[config.mk]
export PLATFORM = sky130hd
export DESIGN_NAME = trial_division_prime_test_core
export DESIGN_NICKNAME = d
export VERILOG_FILES = /design/src/rtl/tdpt_pkg.sv /design/src/rtl/tdpt_rem.sv /design/src/rtl/trial_division_prime_test_core.sv
export SDC_FILE = /design/constraint.sdc
export NUM_CORES = 1
export LEC_CHECK = 0
export BUFFER_PORTS_ARGS = -buffer_cell sky130_fd_sc_hd__buf_2
export CAP_MARGIN = 20
export CORE_MARGIN = 3
export CORE_UTILIZATION = 35
export DETAILED_ROUTE_END_ITERATION = 6
export GPL_TIMING_DRIVEN = 0
export SLEW_MARGIN = 10
export SYNTH_ARGS = -nofsm -noshare
export SYNTH_HDL_FRONTEND = slang
export SYNTH_SLANG_ARGS = --single-unit
[constraint.sdc]
create_clock -name clock -period 12.5 [get_ports clock]
set_clock_uncertainty 0.1 [all_clocks]
set_input_delay 1.875 -clock clock [delete_from_list [all_inputs] [get_ports clock]]
set_output_delay 1.875 -clock clock [all_outputs]
set_load 0.005 [all_outputs]
[src/rtl/tdpt_pkg.sv]
`timescale 1ns / 1ps
`default_nettype none

package tdpt_pkg;

   localparam int CandW = 31;
   localparam int DivW  = 16;
   localparam int SqW   = 32;
   localparam int CntW  = 5;

   localparam logic [CntW-1:0] LastBit      = CntW'(CandW - 1);
   localparam logic [DivW-1:0] FirstDivisor = DivW'(2);

   typedef struct packed {
      logic done;
      logic zero;
   } rem_status_type;

endpackage

`default_nettype wire

[src/rtl/tdpt_rem.sv]
`timescale 1ns / 1ps
`default_nettype none

module tdpt_rem (
   input  wire logic                        clock,
   input  wire logic                        reset,
   input  wire logic                        start,
   input  wire logic [tdpt_pkg::CandW-1:0]  dividend,
   input  wire logic [tdpt_pkg::DivW-1:0]   divisor,
   output tdpt_pkg::rem_status_type         status
);

   typedef enum logic {
      REM_IDLE,
      REM_RUN
   } rem_state_type;

   rem_state_type                   state_ff;
   rem_state_type                   state_in;
   logic [tdpt_pkg::CandW-1:0]      dividend_ff;
   logic [tdpt_pkg::CandW-1:0]      dividend_in;
   logic [tdpt_pkg::DivW-1:0]       rem_ff;
   logic [tdpt_pkg::DivW-1:0]       rem_in;
   logic [tdpt_pkg::CntW-1:0]       cnt_ff;
   logic [tdpt_pkg::CntW-1:0]       cnt_in;
   tdpt_pkg::rem_status_type        status_ff;
   tdpt_pkg::rem_status_type        status_in;

   logic [tdpt_pkg::DivW:0]         trial;
   logic [tdpt_pkg::DivW:0]         div_ext;
   logic [tdpt_pkg::DivW-1:0]       rem_step;

   // one restoring step: bring down the next dividend bit
   assign trial    = {rem_ff, dividend_ff[tdpt_pkg::CandW-1]};
   assign div_ext  = {1'b0, divisor};
   assign rem_step = (trial >= div_ext) ? tdpt_pkg::DivW'(trial - div_ext)
                                        : tdpt_pkg::DivW'(trial);

   always_comb begin
      state_in    = state_ff;
      dividend_in = dividend_ff;
      rem_in      = rem_ff;
      cnt_in      = cnt_ff;
      status_in   = '0;
      case (state_ff)
         REM_IDLE: begin
            if (start) begin
               dividend_in = dividend;
               rem_in      = '0;
               cnt_in      = '0;
               state_in    = REM_RUN;
            end
         end
         REM_RUN: begin
            dividend_in = {dividend_ff[tdpt_pkg::CandW-2:0], 1'b0};
            rem_in      = rem_step;
            cnt_in      = cnt_ff + tdpt_pkg::CntW'(1);
            if (cnt_ff == tdpt_pkg::LastBit) begin
               status_in.done = 1'b1;
               status_in.zero = (rem_step == '0);
               state_in       = REM_IDLE;
            end
         end
         default: begin
            state_in = REM_IDLE;
         end
      endcase
   end

   always_ff @(posedge clock) begin
      if (reset) begin
         state_ff  <= REM_IDLE;
         status_ff <= '0;
      end else begin
         state_ff  <= state_in;
         status_ff <= status_in;
      end
      dividend_ff <= dividend_in;
      rem_ff      <= rem_in;
      cnt_ff      <= cnt_in;
   end

   assign status = status_ff;

endmodule

`default_nettype wire

[src/rtl/trial_division_prime_test_core.sv]
// 0 and 1 are reported composite with no division. Larger candidates are tried against
// divisors from 2 upward in the bit-serial remainder unit (31 steps each) until one divides
// or its square exceeds the candidate. Worst case: the largest primes near 2^31, 46339 divisors.
// Throughput: one beat at a time; busy is low again in the cycle the result strobes.
// The receiver cannot stall: rsp_strobe is high for exactly one cycle per beat.
// Reset (synchronous, active high) returns the core to idle and drops any beat in flight.
`timescale 1ns / 1ps
`default_nettype none

module trial_division_prime_test_core (
   input  wire logic                        clock,
   input  wire logic                        reset,
   input  wire logic                        start,
   output      logic                        busy,
   input  wire logic [tdpt_pkg::CandW-1:0]  req_candidate,
   output      logic                        rsp_strobe,
   output      logic                        rsp_is_prime
);

   typedef enum logic [1:0] {
      ST_IDLE,
      ST_CHECK,
      ST_DIVIDE
   } state_type;

   state_type                       state_ff;
   logic [tdpt_pkg::CandW-1:0]      cand_ff;
   logic [tdpt_pkg::DivW-1:0]       div_ff;
   logic [tdpt_pkg::SqW-1:0]        sq_ff;
   logic                            rem_start_ff;
   logic                            strobe_ff;
   logic                            prime_ff;

   tdpt_pkg::rem_status_type        rem_status;
   logic                            accept;
   logic                            sq_over;

   assign accept  = start && (state_ff == ST_IDLE);
   assign sq_over = sq_ff > {1'b0, cand_ff};

   tdpt_rem u_rem (
      .clock    (clock),
      .reset    (reset),
      .start    (rem_start_ff),
      .dividend (cand_ff),
      .divisor  (div_ff),
      .status   (rem_status)
   );

   always_ff @(posedge clock) begin
      if (reset) begin
         state_ff     <= ST_IDLE;
         rem_start_ff <= 1'b0;
         strobe_ff    <= 1'b0;
         prime_ff     <= 1'b0;
      end else begin
         rem_start_ff <= 1'b0;
         strobe_ff    <= 1'b0;
         case (state_ff)
            ST_IDLE: begin
               if (accept) begin
                  cand_ff <= req_candidate;
                  div_ff  <= tdpt_pkg::FirstDivisor;
                  sq_ff   <= tdpt_pkg::SqW'(tdpt_pkg::FirstDivisor)
                             * tdpt_pkg::SqW'(tdpt_pkg::FirstDivisor);
                  if (req_candidate < tdpt_pkg::CandW'(tdpt_pkg::FirstDivisor)) begin
                     strobe_ff <= 1'b1;
                     prime_ff  <= 1'b0;
                  end else begin
                     state_ff <= ST_CHECK;
                  end
               end
            end
            ST_CHECK: begin
               if (sq_over) begin
                  strobe_ff <= 1'b1;
                  prime_ff  <= 1'b1;
                  state_ff  <= ST_IDLE;
               end else begin
                  rem_start_ff <= 1'b1;
                  state_ff     <= ST_DIVIDE;
               end
            end
            ST_DIVIDE: begin
               if (rem_status.done) begin
                  if (rem_status.zero) begin
                     strobe_ff <= 1'b1;
                     prime_ff  <= 1'b0;
                     state_ff  <= ST_IDLE;
                  end else begin
                     // advance: (d+1)^2 = d^2 + 2d + 1
                     sq_ff    <= sq_ff + {{(tdpt_pkg::SqW - tdpt_pkg::DivW - 1){1'b0}},
                                          div_ff, 1'b1};
                     div_ff   <= div_ff + tdpt_pkg::DivW'(1);
                     state_ff <= ST_CHECK;
                  end
               end
            end
            default: begin
               state_ff <= ST_IDLE;
            end
         endcase
      end
   end

   assign busy         = (state_ff != ST_IDLE);
   assign rsp_strobe   = strobe_ff;
   assign rsp_is_prime = prime_ff;

endmodule

`default_nettype wire

==> results of run 1 <==
## sequential cells by signal, summed over array words and instances, names as in the netlist
signal,count
state_ff,2
div_ff,16
u_rem.dividend_ff,31
cand_ff,31
u_rem.rem_ff,16
rsp_strobe,1
u_rem.status,2
rsp_is_prime,1
rem_start_ff,1
u_rem.state_ff,1
u_rem.cnt_ff,5
sq_ff,32
## area by class of cell
class | instances | area [um2]
plain buffers | 22 | 85.1
clock buffers | 17 | 425
clock inverters | 15 | 184
fillers | 2201 | 13400
inverters | 59 | 221
multi-input cells | 588 | 3900
flip-flops and latches | 139 | 4090
well taps | 313 | 392
repair buffers | 42 | 228
## synthesized netlist by cell type, types with 4 or more instances
cell	n	area share
nand2_1	77	0.035
nand3_1	21	0.013
inv_1	59	0.027
clkbuf_1	19	0.0086
ha_1	66	0.10
a21oi_1	45	0.027
dfxtp_1	8	0.019
or2_2	6	0.0045
o31a_1	4	0.0042
o21ai_0	58	0.035
a211oi_1	13	0.012
nor2_1	81	0.037
or3_1	9	0.0068
o21a_1	6	0.0054
nand4_1	15	0.011
and3_1	4	0.0030
xor2_1	16	0.017
nand2b_1	14	0.011
nor4_1	14	0.011
nor3_1	24	0.014
edfxtp_1	131	0.47
a21o_1	21	0.019
xnor2_1	33	0.035
nor2b_1	9	0.0068
## how the worst min path moves through the flow
stage	slack (ns)	depth (start not counted)	to	start
finish	0.41	2	rsp_is_prime	rsp_is_prime
global route	0.43	2	rsp_is_prime	rsp_is_prime
CTS	0.40	2	rsp_is_prime	rsp_is_prime
detailed placement	0.39	2	rsp_is_prime	rsp_is_prime
global placement	0.39	2	rsp_is_prime	rsp_is_prime
floorplan	0.36	2	u_rem.status[1]	u_rem.state_ff
## report_power, final
group | leakage, nW | internal (mW) | switching (mW) | total (mW)
clock | 0.293 | 0.317 | 0.211 | 0.528
sequential | 1.29 | 0.527 | 0.0111 | 0.538
combinational | 2.06 | 0.0479 | 0.0752 | 0.123
## per-stage QoR
stage,util,power (mW),cell area [um2],hold slack [ns]
final,0.416,1.19,9530,0.406
after CTS,0.416,1.20,9530,0.403
after floorplan,-,0.632,8280,0.361
after global placement,0.386,0.668,8850,0.391
after global routing,0.416,1.24,9530,0.428
after detailed placement,0.389,0.670,8920,0.386
## cells by family after synthesis
family | Yosys count | synth area share
simple gates | 293 | 0.172
compound gates | 177 | 0.139
flops | 139 | 0.494
buf+inv | 81 | 0.0370
fa+ha+maj | 68 | 0.105
xor+xnor | 49 | 0.0518
mux | 1 | 0.00121
## critical path: cells and delay by family, from the launching register on
kind                       cells  cell delay, ns
and+or+nand+nor                1            0.52
DFF                            1            0.45
AOI/OAI and AO/OA              6            1.48
adders and majority gates      2            0.61
xor gates and xnor gates       1            0.12
buffers and inverters          2            0.16
## per-layer routing
metal  vias to the layer above  wire (um)
met5                         -          0
met4                         0        220
met3                        19        780
met2                       129       8640
met1                      2938       9920
li1                       3070          -
==> results.yml, run 1 <==
critical_path:
  cp-startpoint: "u_rem.dividend_ff[30]"
  r2r_cells: 12
  cp-end-kind: "flip-flop"
  r2r_slack_ns: 8.96
  r2r-start: "u_rem.dividend_ff[30]"
  cp_common_cell: "inv_1"
  cpMaxStageDelayCell: "or4_4"
  worstReg2RegEnd: "u_rem.status[0]"
  slowest_delay_ns: 0.52
  crit_arrival_ns: 3.75
  setup.worst_path.end: "u_rem.status[0]"
  cp.required_ns: 12.71
  cp_max_fo: 4
  path_cells: "inv_1, ha_1, inv_1, fa_1, a211oi_1, o21ai_1, a31oi_2, o21ai_0, a21oi_1, xnor2_1, or4_4, a2111oi_2"
  start_kind: "flip-flop"
  crit_type: "reg2reg"
die:
  start_util: 0.362
  ios: 37
  rows: 55
  dieArea_mm2: 0.0256
  die_w_um: 160
  dieHeight_um: 160
  core_region_area_mm2: 0.0229
global_route:
  gr-total-overflow: 0
  busiest_layer: "met2"
  grt_usage: 0.156
  grt_antenna_before_repair: 0
  gr-usage-met1: 0.228
  grt_max_degree: 54
  groute.layer.met3.usage: 0.0327
  grt_pass1_vias: 5862
  grt_pass1_wl_um: 31800
  grtUsageMet2: 0.239
placement:
  portBuffers: 35
  place_congestion: 0.896
  dp.cells: 1163
  dp_hpwl_um: 14600
  place_ws_ns: 8.79
clocking:
  clock_latency_ns: 0.42
  cts_buffer_depth: 2
  clk_pin_slew_ns: 0.06
  postCtsSetupRepairBufs: 0
  cts-hold-fix-buffers: 0
  cts_buffers: 17
  root_buffer: "clkbuf_16"
  cts_resized: 0
  h-tree-depth: 4
  cts_tree: "done"
  cts_sinks: 139
synthesis:
  yosys_register_bits: 139
  synthArstFlopShare: 0
  synth_cells: 808
  ys_seq_area_frac: 0.494
  synthesis.area_mm2: 0.00828
  syn_area_per_cell_um2: 10.3
  synth_fp_nets: 910
  synth_warnings: 0
  synth_edf_count: 131
  synth_cell_types: 61
  ys.flop_type: "edfxtp_1"
sta:
  hold_viol: 0
  finalCriticalPeriod_ns: 3.54
  slew_viol_final: 0
  worst_slack_ns: 8.96
  worst-slew-pin-transition_ns: 1.00
  grt_setup_unrepaired: "false"
  finalSetupViolCount: 0
  fmax_ghz: 0.283
  slew_headroom: 0.328
  tns_ns: 0
  period_share: 0.283
drt:
  drc_errors: 0
  vias: 6156
  wire_per_inst_um: 16.4
  drtIter0Drc: 391
  first_pass_iters: 5
  antenna_left: 0
  drt-total-wl_um: 19600
  viasPerCell: 5.15
finish:
  drive_gt1_frac: 0.110
  syn_to_final_growth_pct: 15.0
  instances_no_fill: 1195
  final_cell_mix: "131 x edfxtp_1, 81 x nor2_1, 77 x nand2_1, 66 x ha_1, 59 x inv_1"
  diodes: 0
  nNetsFinal: 971
  layout_commonest_cell: "edfxtp_1"
pwr:
  max-vdd-ir-drop_mv: 0.0659
  p_leak_nw: 3.64
  p_per_area_mw_per_mm2: 125
job:
  cap_violations: 0
run_status:
  status: "finished clean"
min_path:
  hold_path.class: "reg2reg"
No activity file was read; power rests on OpenSTA's default activity.
==> run 2, diff against run 1 <==
Clock period 12.5 ns to 3 ns, I/O delays scaled along.
==> results.yml, run 2 (same netlist as run 1, synthesis figures left out) <==
critical_path:
  slowest_delay_ns: 0.55
  path_buf_inv: 0
  start_kind: "flip-flop"
  cp.required_ns: 3.22
  cp-end-kind: "flip-flop"
  crit_type: "reg2reg"
  r2r_slack_ns: -0.1
  cp_max_fo: 6
  crit_family: "compound AO/OA/AOI/OAI gates"
  path_cells: "ha_1, nand2b_1, a21oi_4, o2111ai_4, a211oi_2, o21a_2, nor2_4, or4_4, a2111oi_4"
  cpMaxStageDelayCell: "or4_4"
  crit_arrival_ns: 3.32
clocking:
  cts_tree: "done"
  cts_buffer_depth: 2
  clk_pin_slew_ns: 0.06
  clock_latency_ns: 0.43
  cts_buffers: 17
  root_buffer: "clkbuf_16"
  h-tree-depth: 4
  cts-hold-fix-buffers: 0
  cts_sinks: 139
sta:
  worst-slew-pin-transition_ns: 1.04
  finalSetupViolCount: 1
  grt_setup_unrepaired: "true"
  tns_ns: -0.0994
  slew_viol_final: 0
  slew_headroom: 0.304
  period_share: 1.03
  hold_viol: 0
  worst_slack_ns: -0.0994
  finalCriticalPeriod_ns: 3.10
  fmax_ghz: 0.323
finish:
  syn_to_final_growth_pct: 18.8
  layout_commonest_cell: "edfxtp_1"
  diodes: 0
  n_fill_cell: 2144
  instances_no_fill: 1205
  final_cell_mix: "131 x edfxtp_1, 80 x nor2_1, 76 x nand2_1, 61 x ha_1"
  reg.largest.list: "sq_ff: 32 flops, cand_ff: 31 flops, u_rem.dividend_ff: 31 flops"
  largest_reg_flops: 32
  nNetsFinal: 981
  drive_gt1_frac: 0.160
  top_register: "sq_ff"
pwr:
  p_per_area_mw_per_mm2: 496
  clock_power_share: 0.424
  p_leak_nw: 3.74
  comb_power_share: 0.117
  switching_power_mw: 1.24
  cell_internal_pwr_mw: 3.65
  max-vdd-ir-drop_mv: 0.329
  seq_power_share: 0.459
  swShare: 0.253
job:
  cap_violations: 0
min_path:
  hold_path.class: "in2reg"
die:
  ios: 37
  die_w_um: 160
  core_region_area_mm2: 0.0229
  dieHeight_um: 160
  dieArea_mm2: 0.0256
  start_util: 0.362
  rows: 55
drt:
  drtIter0Drc: 461
  drt-total-wl_um: 20200
  vias: 6204
  first_pass_iters: 7
  viasPerCell: 5.15
  antenna_left: 0
  drc_errors: 0
  wire_per_inst_um: 16.8
run_status:
  violations: "negative setup slack"
  status: "complete, but fails checks"
placement:
  place_congestion: 0.875
  dp.cells: 1160
  dp_hpwl_um: 14800
  portBuffers: 35
global_route:
  grt_pass1_vias: 6033
  grt_usage: 0.158
  grt_max_degree: 54
  grt_antenna_before_repair: 0
  gr-total-overflow: 0
  grt_pass1_wl_um: 32000
run 2: cell type report:
type                    count  area, um2  share of cell area
plain buffers              21       90.1             0.00916
clock buffers              17        425              0.0432
clock inverters            15        149              0.0151
inverters                  59        221              0.0225
multi-input cells         588       4110               0.418
flip-flops and latches    139       4090               0.416
well taps                 313        392              0.0398
repair buffers             53        353              0.0359
run 2: path summary, 6_finish.rpt:
| check | from | end | cells after the start |
|---|---|---|---|
| min reg2reg | u_rem.state_ff | u_rem.status[1] | 2 |
| max | u_rem.rem_ff[0] | u_rem.status[0] | 9 |
| min | req_candidate[7] | cand_ff[7] | 1 |
| max reg2reg | u_rem.rem_ff[0] | u_rem.status[0] | 9 |
run 2: metrics by stage:
stage | hold slack [ns] | area, um2 | power, mW | utilization | worst slack [ns]
after floorplan | 0.361 | 8300 | 2.63 | - | 0.0123
after global placement | 0.392 | 8870 | 2.78 | 0.387 | -0.465
after detailed placement | 0.390 | 8950 | 2.80 | 0.391 | -0.443
after CTS | 0.0910 | 9630 | 4.90 | 0.420 | -0.108
after global routing | 0.0938 | 9840 | 5.08 | 0.429 | -0.233
final | 0.112 | 9840 | 4.88 | 0.429 | -0.0994
run 2: power by group through the flow:
stage | Sequential [mW] | Combinational [mW] | Clock [mW]
after global placement | 2.29 | 0.497 | 0
after detailed placement | 2.28 | 0.519 | 0
after global routing | 2.25 | 0.634 | 2.20
final | 2.24 | 0.570 | 2.07
after floorplan | 2.27 | 0.367 | 0
after CTS | 2.24 | 0.540 | 2.11
run 2: timing repair:
item                                    4_1_cts  5_1_grt
cloned                                        0        0
setup buffers                                 4       10
gates resized for setup                      18       31
endpoints found under the setup margin       29       29
pin swaps                                     6        5
run 2: per-layer routing:
metal  track usage  part of all wire  vias up
met5             0                 0        -
met4        0.0450             0.012        0
met3        0.0291             0.042       21
li1              -                 -     3090
met2         0.245              0.46      123
met1         0.228              0.49     2970
run 2: worst register-to-register path: stages (launching register included):
cell and delay (ns):
edfxtp_1 0.48, ha_1 0.35, nand2b_1 0.11, a21oi_4 0.26, o2111ai_4 0.20, a211oi_2 0.35
o21a_2 0.23, nor2_4 0.07, or4_4 0.55, a2111oi_4 0.31
==> run 3, diff against run 2 <==
Settings changed: ABC_AREA set to 1.
==> results.yml, run 3 <==
sta:
  fmax_ghz: 0.360
  grt_setup_unrepaired: "false"
  finalSetupViolCount: 0
  slew_viol_final: 0
  finalCriticalPeriod_ns: 2.78
  worst-slew-pin-transition_ns: 0.758
  period_share: 0.925
  hold_viol: 0
  slew_headroom: 0.490
synthesis:
  synth_top_area_cell: "edfxtp_1"
  yosys_register_bits: 139
  ys_seq_area_frac: 0.481
  synth_fp_nets: 1090
  synth_warnings: 0
  synth_cells: 988
  synth_cell_types: 40
  ys.flop_type: "edfxtp_1"
  synthArstFlopShare: 0
  synthTopCellsByArea: "edfxtp_1 46%, ha_1 9.7%, nand2_1 9.4%, inv_1 5.8%, a21oi_1 5.2%"
  synth_most_common_cell: "nand2_1"
  synth_edf_count: 131
  syn_area_per_cell_um2: 8.62
  synthesis.area_mm2: 0.00852
  synthTopCellsByCount: "213 x nand2_1, 132 x inv_1, 131 x edfxtp_1"
  synthDominantCellAreaShare: 0.462
min_path:
  hold_path.class: "in2reg"
clocking:
  clock_latency_ns: 0.42
  clk_pin_slew_ns: 0.07
  cts_sinks: 139
  cts_buffers: 17
  root_buffer: "clkbuf_16"
  h-tree-depth: 4
  cts_buffer_depth: 2
  cts-hold-fix-buffers: 0
  cts_tree: "done"
pwr:
  clock_power_share: 0.408
  comb_power_share: 0.166
  p_per_area_mw_per_mm2: 560
  cell_internal_pwr_mw: 3.93
  finalPower_mw: 5.52
  p_leak_nw: 4.12
  switching_power_mw: 1.59
  max-vdd-ir-drop_mv: 0.385
  seq_power_share: 0.426
  swShare: 0.288
die:
  ios: 37
  rows: 56
  die_w_um: 162
  core_region_area_mm2: 0.0237
  dieArea_mm2: 0.0262
  dieHeight_um: 162
  start_util: 0.360
global_route:
  grt_pass1_wl_um: 32700
  grt_usage: 0.155
  grt_max_degree: 31
  gr-total-overflow: 0
  grt_antenna_before_repair: 0
  grt_pass1_vias: 6486
critical_path:
  crit_type: "reg2reg"
  start_kind: "flip-flop"
  cp.required_ns: 3.07
  crit_arrival_ns: 2.85
  cp-end-kind: "flip-flop"
  cp_max_fo: 6
finish:
  nNetsFinal: 1153
  final_cell_mix: "213 x nand2_1, 131 x inv_1, 131 x edfxtp_1, 98 x nor2_1, 88 x a21oi_1"
  layout_commonest_cell: "nand2_1"
  largest_reg_flops: 32
  diodes: 0
  syn_to_final_growth_pct: 15.8
  top_register: "sq_ff"
  reg.largest.list: "sq_ff: 32 flops, cand_ff: 31 flops, u_rem.dividend_ff: 31 flops"
  final_area_mm2: 0.00986
  drive_gt1_frac: 0.0912
run_status:
  status: "finished clean"
job:
  cap_violations: 0
placement:
  dp_hpwl_um: 15300
  placed_cell_area_mm2: 0.00921
  place_congestion: 0.881
  portBuffers: 36
drt:
  wire_per_inst_um: 14.3
  first_pass_iters: 5
  viasPerCell: 4.94
  drc_errors: 0
  vias: 6837
  drt-total-wl_um: 19800
  antenna_left: 0
  drtIter0Drc: 407
-- run 3: cell type report --
| type | count | area [um2] |
|---|---|---|
| inverters | 133 | 499 |
| clock inverters | 15 | 200 |
| plain buffers | 17 | 86.3 |
| flip-flops and latches | 139 | 4100 |
| clock buffers | 17 | 425 |
| repair buffers | 44 | 279 |
| multi-input cells | 699 | 3870 |
| well taps | 319 | 399 |
| fillers | 2424 | 13800 |
-- run 3: power groups by stage --
| stage | logic [mW] | clock network [mW] | registers, mW |
|---|---|---|---|
| floorplan | 0.652 | 0 | 2.37 |
| global placement | 0.865 | 0 | 2.40 |
| detailed placement | 0.904 | 0 | 2.39 |
| CTS | 0.911 | 2.29 | 2.35 |
| global route | 1.05 | 2.37 | 2.36 |
| finish | 0.917 | 2.25 | 2.35 |
-- run 3: what timing repair did --
item,CTS,global route
endpoints found under the setup margin,0,1
gates resized for setup,0,1
endpoints found under the hold margin,0,0
buffers inserted,0,2
-- run 3: kinds of logic after synthesis --
group | synth area share
simple gates | 0.214
compound gates | 0.122
buf+inv | 0.0688
flops | 0.481
fa+ha+maj | 0.102
xor+xnor | 0.0123
-- run 3: worst max-delay path: stages, from the launching register on --
cell and delay, ns:
edfxtp_1 0.51, inv_1 0.11, fa_1 0.52, o21ai_0 0.32, inv_1 0.14, o211ai_1 0.41, a21oi_1 0.18, o21ai_0 0.18
a21oi_1 0.06
-- run 3: worst paths after layout --
kind                          from           end  slack [ns]  cells past startpoint
setup / recovery         div_ff[0]     sq_ff[16]        0.22                      8
hold / removal    req_candidate[0]    cand_ff[0]         0.1                      1
setup reg to reg         div_ff[0]     sq_ff[16]        0.22                      8
hold reg to reg       rsp_is_prime  rsp_is_prime        0.35                      2
-- run 3: metal layers --
layer  part of all wire  GRT usage
met1               0.49      0.219
met2               0.46      0.247
met5                  0          0
met4              0.014     0.0427
met3              0.038     0.0258
-- run 3: through the flow --
stage          hold WS [ns]  std cells   util  worst slack, ns  TNS, ns
6_report             0.0997       1383  0.416            0.225        0
5_1_grt              0.0941       1383  0.416          0.00301        0
4_1_cts              0.0841       1381  0.415            0.278        0
3_5_place_dp          0.343       1349  0.389            0.287        0
3_3_place_gp          0.345       1343  0.385           -0.830   -40.37
2_1_floorplan         0.344        988      -           0.0204        0
